--- src/design/es2utc_pkg.sv ---
// shared constants, types and small lookup functions for the epoch seconds to utc date block
// no dependencies

package es2utc_pkg;

    // default input width in bits
    localparam int SECONDS_WIDTH_DEF = 40;

    typedef logic [15:0] year_t;
    typedef logic [17:0] days_t;

    localparam days_t SECS_PER_DAY   = 18'd86400;
    localparam days_t DAYS_PER_400Y  = 18'd146097;
    localparam days_t DAYS_PER_100Y  = 18'd36524;
    localparam days_t DAYS_PER_4Y    = 18'd1461;
    localparam days_t DAYS_PER_YEAR  = 18'd365;
    localparam int    DAYS_0000_TO_1970 = 719468;
    localparam year_t YEAR_ORIGIN    = 16'd1900;

    // steps of the time-of-day unit: five hour bits, then six minute bits
    localparam logic [3:0] TOD_STEPS = 4'd11;
    localparam logic [3:0] HOUR_STEPS = 4'd5;

    // month lengths, counted from march
    function automatic days_t march_month_len(input logic [3:0] mp);
        days_t len;
        case (mp)
            4'd0, 4'd2, 4'd4, 4'd5, 4'd7, 4'd9, 4'd10: len = 18'd31;
            4'd1, 4'd3, 4'd6, 4'd8:                    len = 18'd30;
            default:                                   len = 18'd29;
        endcase
        return len;
    endfunction

    // trial subtrahend for each step of the hour/minute restoring division
    function automatic logic [16:0] tod_unit(input logic [3:0] step);
        logic [16:0] u;
        case (step)
            4'd0:    u = 17'd57600;
            4'd1:    u = 17'd28800;
            4'd2:    u = 17'd14400;
            4'd3:    u = 17'd7200;
            4'd4:    u = 17'd3600;
            4'd5:    u = 17'd1920;
            4'd6:    u = 17'd960;
            4'd7:    u = 17'd480;
            4'd8:    u = 17'd240;
            4'd9:    u = 17'd120;
            4'd10:   u = 17'd60;
            default: u = 17'd0;
        endcase
        return u;
    endfunction

    // weekday from day of era: an era is a whole number of weeks and
    // day zero of an era is a wednesday; 8 = 1 mod 7 so octal digits fold
    function automatic logic [2:0] weekday_from_doe(input days_t doe);
        logic [5:0] s;
        logic [3:0] t;
        logic [2:0] u;
        logic [3:0] w;
        s = 6'(doe[2:0]) + 6'(doe[5:3]) + 6'(doe[8:6]) + 6'(doe[11:9])
          + 6'(doe[14:12]) + 6'(doe[17:15]);
        t = 4'(s[5:3]) + 4'(s[2:0]);
        u = (t >= 4'd7) ? 3'(t - 4'd7) : t[2:0];
        w = 4'(u) + 4'd3;
        return (w >= 4'd7) ? 3'(w - 4'd7) : w[2:0];
    endfunction

endpackage

--- src/design/epoch_seconds_to_utc_date_top.sv ---
// epoch seconds to utc date converter, top level
// depends on es2utc_pkg

// Converts a signed count of seconds since 1970-01-01 00:00:00 UTC into the
// broken-down UTC date (second, minute, hour, day of month, month from zero,
// year minus 1900, weekday with Sunday as zero, day of year from zero), using
// the proleptic Gregorian calendar and floor semantics before the epoch.
// One item is in flight at a time. The time from input transfer to result
// grows with SECONDS_WIDTH and with the number of steps of the calendar walk.
// It is set by two bit-serial restoring divisions (seconds by 86400 over
// SECONDS_WIDTH-16 quotient bits, days by 146097 over SECONDS_WIDTH-17
// quotient bits) followed by a subtract-and-count walk over centuries,
// four-year blocks, years and months, one step per cycle. Hour and minute
// come from a small serial unit that runs alongside the second division.
// A finished result sits in the output register while the next item is
// accepted. If SECONDS_WIDTH is raised so far that the year leaves the
// 16-bit field, the year keeps its low 16 bits; all other fields stay
// exact.

module epoch_seconds_to_utc_date_top
    import es2utc_pkg::*;
#(
    parameter int SECONDS_WIDTH = SECONDS_WIDTH_DEF
) (
    input  logic                            aclk,
    input  logic                            aresetn,
    input  logic                            s_valid,
    output logic                            s_ready,
    input  logic signed [SECONDS_WIDTH-1:0] s_epoch_seconds,
    output logic                            m_valid,
    input  logic                            m_ready,
    output logic [5:0]                      m_second,
    output logic [5:0]                      m_minute,
    output logic [4:0]                      m_hour,
    output logic [4:0]                      m_day_of_month,
    output logic [3:0]                      m_month,
    output logic signed [15:0]              m_year_since_1900,
    output logic [2:0]                      m_weekday,
    output logic [8:0]                      m_day_of_year
);

    localparam int W = SECONDS_WIDTH;
    localparam int CNT_W = $clog2(SECONDS_WIDTH);

    localparam logic [3:0] S_IDLE  = 4'd0;
    localparam logic [3:0] S_DIV1  = 4'd1;
    localparam logic [3:0] S_FIX1  = 4'd2;
    localparam logic [3:0] S_ZADD  = 4'd3;
    localparam logic [3:0] S_ZLOAD = 4'd4;
    localparam logic [3:0] S_DIV2  = 4'd5;
    localparam logic [3:0] S_FIX2  = 4'd6;
    localparam logic [3:0] S_ERA   = 4'd7;
    localparam logic [3:0] S_CENT  = 4'd8;
    localparam logic [3:0] S_QUAD  = 4'd9;
    localparam logic [3:0] S_YEAR  = 4'd10;
    localparam logic [3:0] S_MON   = 4'd11;
    localparam logic [3:0] S_FIN   = 4'd12;

    // control state
    logic [3:0]       state_reg, state_next;
    logic [CNT_W-1:0] cnt_reg, cnt_next;
    logic [3:0]       tcnt_reg, tcnt_next;
    logic             m_valid_reg, m_valid_next;

    // datapath
    logic [W-1:0]  num_reg;
    days_t         rem_reg;
    logic          neg_reg;
    logic [16:0]   tod_reg;
    logic [4:0]    hour_reg;
    logic [5:0]    minute_reg;
    days_t         wrem_reg;
    days_t         doe_reg;
    year_t         era_reg;
    logic [2:0]    wd_reg;
    logic [1:0]    c_reg;
    logic [4:0]    q4_reg;
    logic [1:0]    y1_reg;
    logic [3:0]    mp_reg;
    logic [8:0]    doy_reg;
    logic [8:0]    yoe_reg;

    // output registers
    logic [5:0]  m_second_reg;
    logic [5:0]  m_minute_reg;
    logic [4:0]  m_hour_reg;
    logic [4:0]  m_day_of_month_reg;
    logic [3:0]  m_month_reg;
    year_t       m_year_reg;
    logic [2:0]  m_weekday_reg;
    logic [8:0]  m_day_of_year_reg;

    logic          in_xfer;
    logic          out_load;
    logic [W-1:0]  in_mag;
    logic [W-1:0]  z_mag;
    days_t         divisor;
    logic [19:0]   div_diff;
    logic          div_ge;
    days_t         div_rem;
    logic [16:0]   tod_sub;
    logic          tod_ge;
    logic          leap;
    logic [8:0]    yday;
    logic [3:0]    month0;
    year_t         year;

    assign in_xfer = s_valid && s_ready;
    assign s_ready = (state_reg == S_IDLE);
    assign out_load = (state_reg == S_FIN) && (!m_valid_reg || m_ready);

    // magnitudes of the two dividends
    assign in_mag = s_epoch_seconds[W-1] ? (~s_epoch_seconds + W'(1)) : s_epoch_seconds;
    assign z_mag  = num_reg[W-1] ? (~num_reg + W'(1)) : num_reg;

    // one restoring division step, shared by both divisions
    assign divisor  = (state_reg == S_DIV1) ? SECS_PER_DAY : DAYS_PER_400Y;
    assign div_diff = {1'b0, rem_reg, num_reg[W-1]} - {2'b00, divisor};
    assign div_ge   = !div_diff[19];
    assign div_rem  = div_ge ? div_diff[17:0] : {rem_reg[16:0], num_reg[W-1]};

    // one hour/minute trial subtraction
    assign tod_sub = tod_unit(tcnt_reg);
    assign tod_ge  = (tod_reg >= tod_sub);

    // final field assembly
    assign leap   = (y1_reg == 2'd0) && ((q4_reg != 5'd0) || (c_reg == 2'd0));
    assign yday   = (mp_reg < 4'd10) ? (doy_reg + 9'd59 + 9'(leap)) : (doy_reg - 9'd306);
    assign month0 = (mp_reg < 4'd10) ? (mp_reg + 4'd2) : (mp_reg - 4'd10);
    assign year   = era_reg + 16'(yoe_reg) + 16'(mp_reg >= 4'd10) - YEAR_ORIGIN;

    // sequencer
    always_comb begin
        state_next   = state_reg;
        cnt_next     = cnt_reg;
        tcnt_next    = tcnt_reg;
        m_valid_next = m_valid_reg;
        if (m_valid_reg && m_ready) begin
            m_valid_next = 1'b0;
        end
        if (tcnt_reg < TOD_STEPS) begin
            tcnt_next = tcnt_reg + 4'd1;
        end
        unique case (state_reg)
            S_IDLE: begin
                if (in_xfer) begin
                    state_next = S_DIV1;
                    cnt_next   = CNT_W'(W - 16);
                end
            end
            S_DIV1: begin
                cnt_next = cnt_reg - CNT_W'(1);
                if (cnt_reg == CNT_W'(1)) begin
                    state_next = S_FIX1;
                end
            end
            S_FIX1: begin
                state_next = S_ZADD;
                tcnt_next  = 4'd0;
            end
            S_ZADD: begin
                state_next = S_ZLOAD;
            end
            S_ZLOAD: begin
                state_next = S_DIV2;
                cnt_next   = CNT_W'(W - 17);
            end
            S_DIV2: begin
                cnt_next = cnt_reg - CNT_W'(1);
                if (cnt_reg == CNT_W'(1)) begin
                    state_next = S_FIX2;
                end
            end
            S_FIX2: begin
                state_next = S_ERA;
            end
            S_ERA: begin
                state_next = S_CENT;
            end
            S_CENT: begin
                if (!(c_reg < 2'd3 && wrem_reg >= DAYS_PER_100Y)) begin
                    state_next = S_QUAD;
                end
            end
            S_QUAD: begin
                if (wrem_reg < DAYS_PER_4Y) begin
                    state_next = S_YEAR;
                end
            end
            S_YEAR: begin
                if (!(y1_reg < 2'd3 && wrem_reg >= DAYS_PER_YEAR)) begin
                    state_next = S_MON;
                end
            end
            S_MON: begin
                if (!(mp_reg < 4'd11 && wrem_reg >= march_month_len(mp_reg))) begin
                    state_next = S_FIN;
                end
            end
            S_FIN: begin
                if (out_load) begin
                    state_next   = S_IDLE;
                    m_valid_next = 1'b1;
                end
            end
            default: begin
                state_next = S_IDLE;
            end
        endcase
    end

    always_ff @(posedge aclk) begin
        if (!aresetn) begin
            state_reg   <= S_IDLE;
            cnt_reg     <= '0;
            tcnt_reg    <= TOD_STEPS;
            m_valid_reg <= 1'b0;
        end else begin
            state_reg   <= state_next;
            cnt_reg     <= cnt_next;
            tcnt_reg    <= tcnt_next;
            m_valid_reg <= m_valid_next;
        end
    end

    // hour and minute, one bit per cycle
    always_ff @(posedge aclk) begin
        if (state_reg == S_FIX1) begin
            hour_reg   <= '0;
            minute_reg <= '0;
            if (neg_reg && (rem_reg != '0)) begin
                tod_reg <= 17'(SECS_PER_DAY - rem_reg);
            end else begin
                tod_reg <= rem_reg[16:0];
            end
        end else if (tcnt_reg < TOD_STEPS) begin
            if (tod_ge) begin
                tod_reg <= tod_reg - tod_sub;
            end
            if (tcnt_reg < HOUR_STEPS) begin
                hour_reg <= {hour_reg[3:0], tod_ge};
            end else begin
                minute_reg <= {minute_reg[4:0], tod_ge};
            end
        end
    end

    // division datapath and calendar walk
    always_ff @(posedge aclk) begin
        case (state_reg)
            S_IDLE: begin
                if (in_xfer) begin
                    neg_reg <= s_epoch_seconds[W-1];
                    rem_reg <= {2'b00, in_mag[W-1:W-16]};
                    num_reg <= {in_mag[W-17:0], 16'b0};
                end
            end
            S_DIV1, S_DIV2: begin
                rem_reg <= div_rem;
                num_reg <= {num_reg[W-2:0], div_ge};
            end
            S_FIX1: begin
                // floor the day count before the epoch
                if (neg_reg) begin
                    num_reg <= (rem_reg == '0) ? (~num_reg + W'(1)) : ~num_reg;
                end
            end
            S_ZADD: begin
                num_reg <= num_reg + W'(DAYS_0000_TO_1970);
            end
            S_ZLOAD: begin
                neg_reg <= num_reg[W-1];
                rem_reg <= {1'b0, z_mag[W-1:W-17]};
                num_reg <= {z_mag[W-18:0], 17'b0};
            end
            S_FIX2: begin
                // floor the era, day of era from the remainder
                if (neg_reg) begin
                    era_reg <= ~num_reg[15:0] + 16'(rem_reg == '0);
                end else begin
                    era_reg <= num_reg[15:0];
                end
                if (neg_reg && (rem_reg != '0)) begin
                    wrem_reg <= DAYS_PER_400Y - rem_reg;
                    doe_reg  <= DAYS_PER_400Y - rem_reg;
                end else begin
                    wrem_reg <= rem_reg;
                    doe_reg  <= rem_reg;
                end
                c_reg  <= '0;
                q4_reg <= '0;
                y1_reg <= '0;
                mp_reg <= '0;
            end
            S_ERA: begin
                // era times 400 as shifts
                era_reg <= (era_reg << 8) + (era_reg << 7) + (era_reg << 4);
                wd_reg  <= weekday_from_doe(doe_reg);
            end
            S_CENT: begin
                if (c_reg < 2'd3 && wrem_reg >= DAYS_PER_100Y) begin
                    wrem_reg <= wrem_reg - DAYS_PER_100Y;
                    c_reg    <= c_reg + 2'd1;
                end
            end
            S_QUAD: begin
                if (wrem_reg >= DAYS_PER_4Y) begin
                    wrem_reg <= wrem_reg - DAYS_PER_4Y;
                    q4_reg   <= q4_reg + 5'd1;
                end
            end
            S_YEAR: begin
                if (y1_reg < 2'd3 && wrem_reg >= DAYS_PER_YEAR) begin
                    wrem_reg <= wrem_reg - DAYS_PER_YEAR;
                    y1_reg   <= y1_reg + 2'd1;
                end else begin
                    doy_reg <= wrem_reg[8:0];
                    yoe_reg <= 9'(c_reg) * 9'd100 + 9'({q4_reg, 2'b00}) + 9'(y1_reg);
                end
            end
            S_MON: begin
                if (mp_reg < 4'd11 && wrem_reg >= march_month_len(mp_reg)) begin
                    wrem_reg <= wrem_reg - march_month_len(mp_reg);
                    mp_reg   <= mp_reg + 4'd1;
                end
            end
            default: begin
            end
        endcase
    end

    // output register
    always_ff @(posedge aclk) begin
        if (out_load) begin
            m_second_reg       <= tod_reg[5:0];
            m_minute_reg       <= minute_reg;
            m_hour_reg         <= hour_reg;
            m_day_of_month_reg <= 5'(wrem_reg) + 5'd1;
            m_month_reg        <= month0;
            m_year_reg         <= year;
            m_weekday_reg      <= wd_reg;
            m_day_of_year_reg  <= yday;
        end
    end

    assign m_valid           = m_valid_reg;
    assign m_second          = m_second_reg;
    assign m_minute          = m_minute_reg;
    assign m_hour            = m_hour_reg;
    assign m_day_of_month    = m_day_of_month_reg;
    assign m_month           = m_month_reg;
    assign m_year_since_1900 = m_year_reg;
    assign m_weekday         = m_weekday_reg;
    assign m_day_of_year     = m_day_of_year_reg;

    // time-of-day unit must finish before the era is resolved
    a_tod_done: assert property (@(posedge aclk) disable iff (!aresetn)
        (state_reg == S_FIX2) |-> (tcnt_reg == TOD_STEPS))
        else $error("hour/minute unit still busy at era fix");

    // after the year walk the remaining day count fits one year
    a_doy_range: assert property (@(posedge aclk) disable iff (!aresetn)
        (state_reg == S_MON) |-> (wrem_reg < 18'd366))
        else $error("day of year out of range in month walk");

    // a loaded result carries fields in range
    a_out_range: assert property (@(posedge aclk) disable iff (!aresetn)
        out_load |=> (m_month <= 4'd11 && m_hour <= 5'd23 && m_minute <= 6'd59
                      && m_second <= 6'd59 && m_weekday <= 3'd6
                      && m_day_of_year <= 9'd365 && m_day_of_month != 5'd0))
        else $error("result field out of range");

endmodule
--- config.mk ---
export PLATFORM = sky130hd
export DESIGN_NAME = epoch_seconds_to_utc_date_top
export DESIGN_NICKNAME = d
export VERILOG_FILES = /design/src/design/es2utc_pkg.sv /design/src/design/epoch_seconds_to_utc_date_top.sv
export SDC_FILE = /design/constraint.sdc
export NUM_CORES = 1
export LEC_CHECK = 0
export ABC_AREA = 1
export BUFFER_PORTS_ARGS = -buffer_cell sky130_fd_sc_hd__clkbuf_2
export CAP_MARGIN = 20
export CORE_ASPECT_RATIO = 1.2
export CORE_MARGIN = 2
export CORE_UTILIZATION = 40
export DETAILED_ROUTE_END_ITERATION = 16
export PLACE_DENSITY = 0.65
export SYNTH_ARGS = -nofsm -noshare
export SYNTH_HDL_FRONTEND = slang
export SYNTH_SLANG_ARGS = --single-unit
--- constraint.sdc ---
create_clock -name aclk -period 9.3 [get_ports aclk]
set_input_delay 0.93 -clock aclk [delete_from_list [all_inputs] [get_ports aclk]]
set_output_delay 0.93 -clock aclk [all_outputs]
set_load 0.005 [all_outputs]
==> impl_metrics.yaml, run 1 <==
run_status:
  status: "finished, final reports clean"
global_route:
  grt_use_total_pct: 23.25
  grt_max_degree: 48
  busiest_layer: "met2"
  grt_use_met2_pct: 38.18
  antenna_found_initial: 1
  met3_usage_pct: 3.988
  grt_pass1_vias: 18571
  grt_pass1_wl_mm: 100.4
  grt-ovfl-total: 0
  grt_util_met1_pct: 30.08
floorplan:
  io_pins: 100
  initial_core_util_pct: 40.21
  dieArea_um2: 54400
  die_h_um: 255.1
  die_x_um: 213.2
  core_um2: 52260
  fp-row-count: 92
clocking:
  cts.repair.resized: 0
  path_clk_slew_ns: 0.06
  hold_buffers: 0
  cts_tree: "done"
  ctsLongestPathBuffers: 3
  cts.sinks: 244
  postCtsSetupBuffers: 0
  numCtsBuffers: 28
  root_buffer: "clkbuf_16"
  ctsHtreeMaxLevel: 1
  clock_latency_ns: 0.60
place:
  gp_congestion: 1.007
  dp_cells: 3626
  dp_hpwl_mm: 48.94
  portBuffers: 99
worst_setup_path:
  r2r_slack_ns: 4.33
  critPathLaunchType: "flop"
  crit_path_end_kind: "flop"
  cp.required_ns: 9.61
  slowest_delay_ns: 0.56
  cp_cell_sequence: "fa_1, fa_1, fa_1, ha_1, inv_1, fa_1, inv_1, ha_1, inv_1, fa_1, inv_1, ha_1, nand2_1, nand2_1, o21a_1, inv_1, ha_1, nor2_1, a21boi_0, o21ai_0"
  rr_worst_depth: 20
  r2r-end: "wd_reg[1]"
  criticalPathCategory: "reg -> reg"
  cp-startpoint: "doe_reg[2]"
  worstPathMaxFanout: 3
  cp.arrival_ns: 5.28
  critical_path_buf_inv_count: 5
  reg2reg_from: "doe_reg[2]"
  cp_slowest_cell: "fa_1"
  crit_family: "adder cells"
worst_hold_path:
  whs_path_depth: 0
  whs_endpoint: "m_weekday[2]"
  worstHoldStart: "wd_reg[2]"
  min_path_type: "reg -> reg"
drt:
  vias: 20059
  avgRoutedWirePerCell_um: 17.26
  vias_per_cell: 5.454
  wirelength_mm: 63.48
  ant_nets: 0
  first_pass_iters: 9
  dr.first_iter.drc_count: 1788
  drc: 0
sta:
  setup_violations: 0
  hold_viol: 0
  tns_ns: 0
  worst_pin_slew_ns: 1.103
  fin_crit_ns: 4.969
  fmax_mhz: 201.2
  rsz0062_at_grt: "no"
  slew-limit-headroom_pct: 26.30
  skew_ns: 0.03301
  drv_slew: 0
  fin_crit_sh_pct: 53.43
  holdWs_ns: 0.4220
synthesis:
  synth-edff-count: 216
  avgSynthCellArea_um2: 7.252
  synth_top_area_share_pct: 30.86
  syn_inst: 2898
  synth.distinct_cells: 62
  yosysWarningCount: 0
  yosys.area.top_type: "edfxtp_1"
  postSynth.asyncResetShare_pct: 0
  syn_nets: 3074
  ys.flop_type: "edfxtp_1"
  synthTopCellsByArea: "edfxtp_1 (31%), nand2_1 (11%), inv_1 (6.4%)"
  seq_area_frac_synth_pct: 33.53
  syn_area_um2: 21020
  ys_ff_latch: 244
power_and_ir_drop:
  pwr-share-comb_pct: 57.0
  total_power_uw: 7999
  p_per_area_nw_per_um2: 348.0
  p_seq_share_pct: 28.8
  power.internal_uw: 3915
  p_leak_uw: 0.009889
  p_clk_share_pct: 14.3
  ir_drop_mv: 0.1777
  power.switching_uw: 4083
  p_sw_share_pct: 51.05
cells_and_area:
  final_common_cell: "nand2_1"
  finalNonFillerCells: 3678
  final_cell_mix: "nand2_1 (612), inv_1 (360), nor2_1 (321)"
  seq_area_um2: 7047
  syn2layout_area_growth_pct: 9.371
  fill_cells: 5400
  antenna_cells: 0
  fin_nets: 3127
  largest_reg_flops: 40
  multi_input_area_um2: 12060
  layout-drive-gt1-share_pct: 8.241
job:
  maxCapViolCount: 0
==> area by class of cell <==
class                   instances  area share (%)
multi-input cells            2175           52.47
flip-flops and latches        244           30.66
inverters                     389           6.353
well taps                     705           3.838
clock buffers                  32           3.157
repair buffers                113           2.613
clock inverters                20          0.9091
==> routing by layer <==
metal  vias to the layer above  wire [um]  part of all wire, %
li1                       9883          -                    -
met1                      9171      26480                   42
met2                       815      29040                   46
met3                       188       4994                  7.9
met4                         2       2945                  4.6
met5                         -         13                0.020
==> per-stage QoR <==
step	area [um2]	utilization [%]	worst slack (ns)
finish	22980	43.98	4.331
detailed placement	22050	42.19	4.314
floorplan	21020	-	4.586
global route	22980	43.98	4.008
CTS	22980	43.98	4.304
global placement	22050	42.19	4.431
==> power by group through the flow <==
stage	logic [uW]	registers (uW)	clock network, uW
after global placement	4450	2310	0
after CTS	4510	2280	1160
final	4560	2300	1140
after floorplan	3510	2030	0
after global routing	5140	2340	1200
after detailed placement	4480	2310	0
==> synth_stat cells (4+ instances only) <==
library cell	number
a21boi_0	6
clkbuf_1	28
o21bai_1	17
o21ai_1	11
buf_2	39
a22oi_1	8
nand2_2	8
a21o_1	5
edfxtp_1	216
o211ai_1	19
nand3_1	239
o22ai_1	23
xnor2_1	21
buf_1	4
fa_1	26
nand3b_1	4
buf_4	12
nor3_2	8
o21ai_0	205
nor2_1	324
clkinv_1	12
ha_1	106
nor4_1	11
o21ai_2	4
nor2_4	8
nor2_2	15
nor3_1	55
buf_6	4
or2_2	13
o221ai_1	17
o31ai_1	10
xor2_1	108
a31oi_1	12
o2111ai_1	5
nand2_1	612
nand4_1	52
dfxtp_1	28
a21oi_1	193
inv_2	16
inv_1	361
==> cell families (layout without fill, tap and decap cells) <==
kind of cell	after synthesis	in the layout	synth area share [%]
buf+inv	479	554	9.163
fa+ha+maj	132	132	8.788
compound gates	554	554	15.00
flops	244	244	33.53
simple gates	1356	1356	27.92
xor+xnor	130	130	5.454
mux	3	3	0.1488
==> worst reg2reg max path, stage by stage (launching register included) <==
cell      delay, ns
edfxtp_1       0.40
fa_1           0.53
fa_1           0.54
fa_1           0.56
ha_1           0.16
inv_1          0.05
fa_1           0.43
inv_1          0.07
ha_1           0.15
inv_1          0.05
fa_1           0.47
inv_1          0.05
ha_1           0.20
nand2_1        0.09
nand2_1        0.09
o21a_1         0.21
inv_1          0.06
ha_1           0.15
nor2_1         0.05
a21boi_0       0.26
o21ai_0        0.12
==> how the worst max path moves through the flow <==
stage,endpoint,slack (ns),depth (start not counted)
after floorplan,wd_reg[0],4.59,21
after global placement,wd_reg[0],4.43,21
after detailed placement,wd_reg[0],4.31,21
after CTS,wd_reg[0],4.30,21
after global routing,wd_reg[0],4.01,23
final,wd_reg[1],4.33,20
Power figures use the tool's default switching activity.
==> run 2: changes to the inputs <==
Clock period 9.3 ns to 5.15 ns, I/O delays scaled along.
==> run 2 against run 1 <==
Against the previous run: clock-buffer cell count increased by 3; die area unchanged; clock power increased by 95%; final cell count increased by 0.22%; setup slack got worse by 4.1 ns; register-to-register slack got worse by 4.1 ns; routed wire length increased by 1.8%; total power increased by 85%; non-clock buffer count increased by 4; first-iteration DRC count increased by 3.4%; critical path depth increased by 3; critical path type unchanged; critical endpoint is now wd_reg[0]; largest cell class unchanged; largest power group unchanged; highest routed layer unchanged.
==> impl_metrics.yaml, run 2 (same netlist as run 1, synthesis figures left out) <==
cells_and_area:
  largest_reg_flops: 40
  seq_area_um2: 7047
  final_common_cell: "nand2_1"
  final_cell_mix: "nand2_1 (610), inv_1 (359), nor2_1 (322)"
  layout-drive-gt1-share_pct: 8.722
  fin_nets: 3133
  syn2layout_area_growth_pct: 10.04
  multi_input_area_um2: 12080
  antenna_cells: 0
  fill_cells: 5415
worst_setup_path:
  cp.required_ns: 5.48
  critPathLaunchType: "flop"
  worstPathMaxFanout: 3
  criticalPathCategory: "reg -> reg"
  cp.arrival_ns: 5.23
  crit_path_end_kind: "flop"
floorplan:
  core_um2: 52260
  initial_core_util_pct: 40.21
  die_x_um: 213.2
  die_h_um: 255.1
  io_pins: 100
  dieArea_um2: 54400
  fp-row-count: 92
sta:
  fin_crit_sh_pct: 95.13
  slew-limit-headroom_pct: 27.84
  worst_pin_slew_ns: 1.080
  rsz0062_at_grt: "no"
  setup_violations: 0
  fmax_mhz: 204.1
  fin_crit_ns: 4.899
  drv_slew: 0
  hold_viol: 0
  tns_ns: 0
  skew_ns: 0.02050
clocking:
  cts.sinks: 244
  cts_tree: "done"
  numCtsBuffers: 30
  path_clk_slew_ns: 0.06
  ctsLongestPathBuffers: 3
  hold_buffers: 0
  ctsHtreeMaxLevel: 1
  root_buffer: "clkbuf_16"
  postCtsSetupBuffers: 0
  clock_latency_ns: 0.59
  cts.repair.resized: 0
power_and_ir_drop:
  power.internal_uw: 7296
  p_seq_share_pct: 28.3
  power.switching_uw: 7493
  p_leak_uw: 0.009954
  total_power_uw: 14790
  pwr-share-comb_pct: 56.8
  p_per_area_nw_per_um2: 639.5
  ir_drop_mv: 0.3423
  p_sw_share_pct: 50.67
  p_clk_share_pct: 15.0
global_route:
  grt_max_degree: 48
  grt_pass1_wl_mm: 102.4
  antenna_found_initial: 1
  grt_pass1_vias: 19067
  grt_use_total_pct: 23.65
  grt-ovfl-total: 0
drt:
  vias: 20252
  dr.first_iter.drc_count: 1848
  first_pass_iters: 8
  avgRoutedWirePerCell_um: 17.54
  ant_nets: 0
  wirelength_mm: 64.64
  vias_per_cell: 5.494
  drc: 0
place:
  portBuffers: 99
  dp_hpwl_mm: 49.62
  gp_congestion: 1.008
worst_hold_path:
  min_path_type: "in -> reg"
job:
  maxCapViolCount: 0
run_status:
  status: "finished, final reports clean"
run 2: area by class of cell:
cell class	instances	area share, %
Timing Repair Buffer	117	2.727
Inverter	389	6.314
Clock inverter	21	1.098
Sequential cell	244	30.47
Multi-Input combinational cell	2175	52.25
Tap cell	705	3.815
Clock buffer	35	3.328
run 2: stage by stage:
| step | instances | setup WS (ns) | hold slack [ns] | utilization [%] | cell area [um2] |
|---|---|---|---|---|---|
| finish | 3686 | 0.2509 | 0.3109 | 44.25 | 23120 |
| detailed placement | 3630 | 0.1730 | 0.4052 | 42.25 | 22080 |
| CTS | 3686 | 0.1582 | 0.2888 | 44.20 | 23100 |
| floorplan | 2898 | 0.4357 | 0.4003 | - | 21020 |
| global placement | 3630 | 0.2747 | 0.4007 | 42.25 | 22080 |
| global route | 3686 | 0.004924 | 0.3339 | 44.25 | 23120 |
run 2: worst max-delay path: stages (launching register included):
cell	delay, ns
edfxtp_1	0.33
inv_1	0.05
fa_1	0.53
inv_1	0.06
fa_1	0.50
fa_1	0.55
ha_2	0.17
inv_1	0.05
fa_1	0.43
inv_1	0.07
ha_2	0.17
inv_1	0.05
fa_1	0.48
inv_1	0.05
ha_2	0.19
nand2_2	0.08
nand2_2	0.08
nand2_1	0.07
o21a_1	0.15
inv_1	0.06
ha_1	0.21
nor2_1	0.12
a21boi_2	0.08
xor2_1	0.14
run 2: final timing paths:
check / slack (ns) / startpoint / depth (start not counted) / end
worst min register to register: 0.42 / wd_reg[1] / 0 / m_weekday[1]
worst max-delay path: 0.25 / doe_reg[11] / 23 / wd_reg[0]
worst min-delay path: 0.31 / s_epoch_seconds[0] / 3 / num_reg[16]
worst max register to register: 0.25 / doe_reg[11] / 23 / wd_reg[0]
run 2: power groups by stage:
stage                     clock network [uW]  registers, uW  logic [uW]
after CTS                               2250           4140        8180
final                                   2220           4180        8400
after global placement                     0           4180        8030
after floorplan                            0           3660        6340
after global routing                    2330           4250        9420
after detailed placement                   0           4170        8140
run 2: per-layer routing:
layer | vias to the layer above | part of all wire, % | global-route usage [%]
met5 | - | 0.020 | 0
met4 | 2 | 4.0 | 9.524
met3 | 169 | 7.1 | 2.945
met2 | 843 | 47 | 40.33
met1 | 9333 | 42 | 30.38
li1 | 9905 | - | -
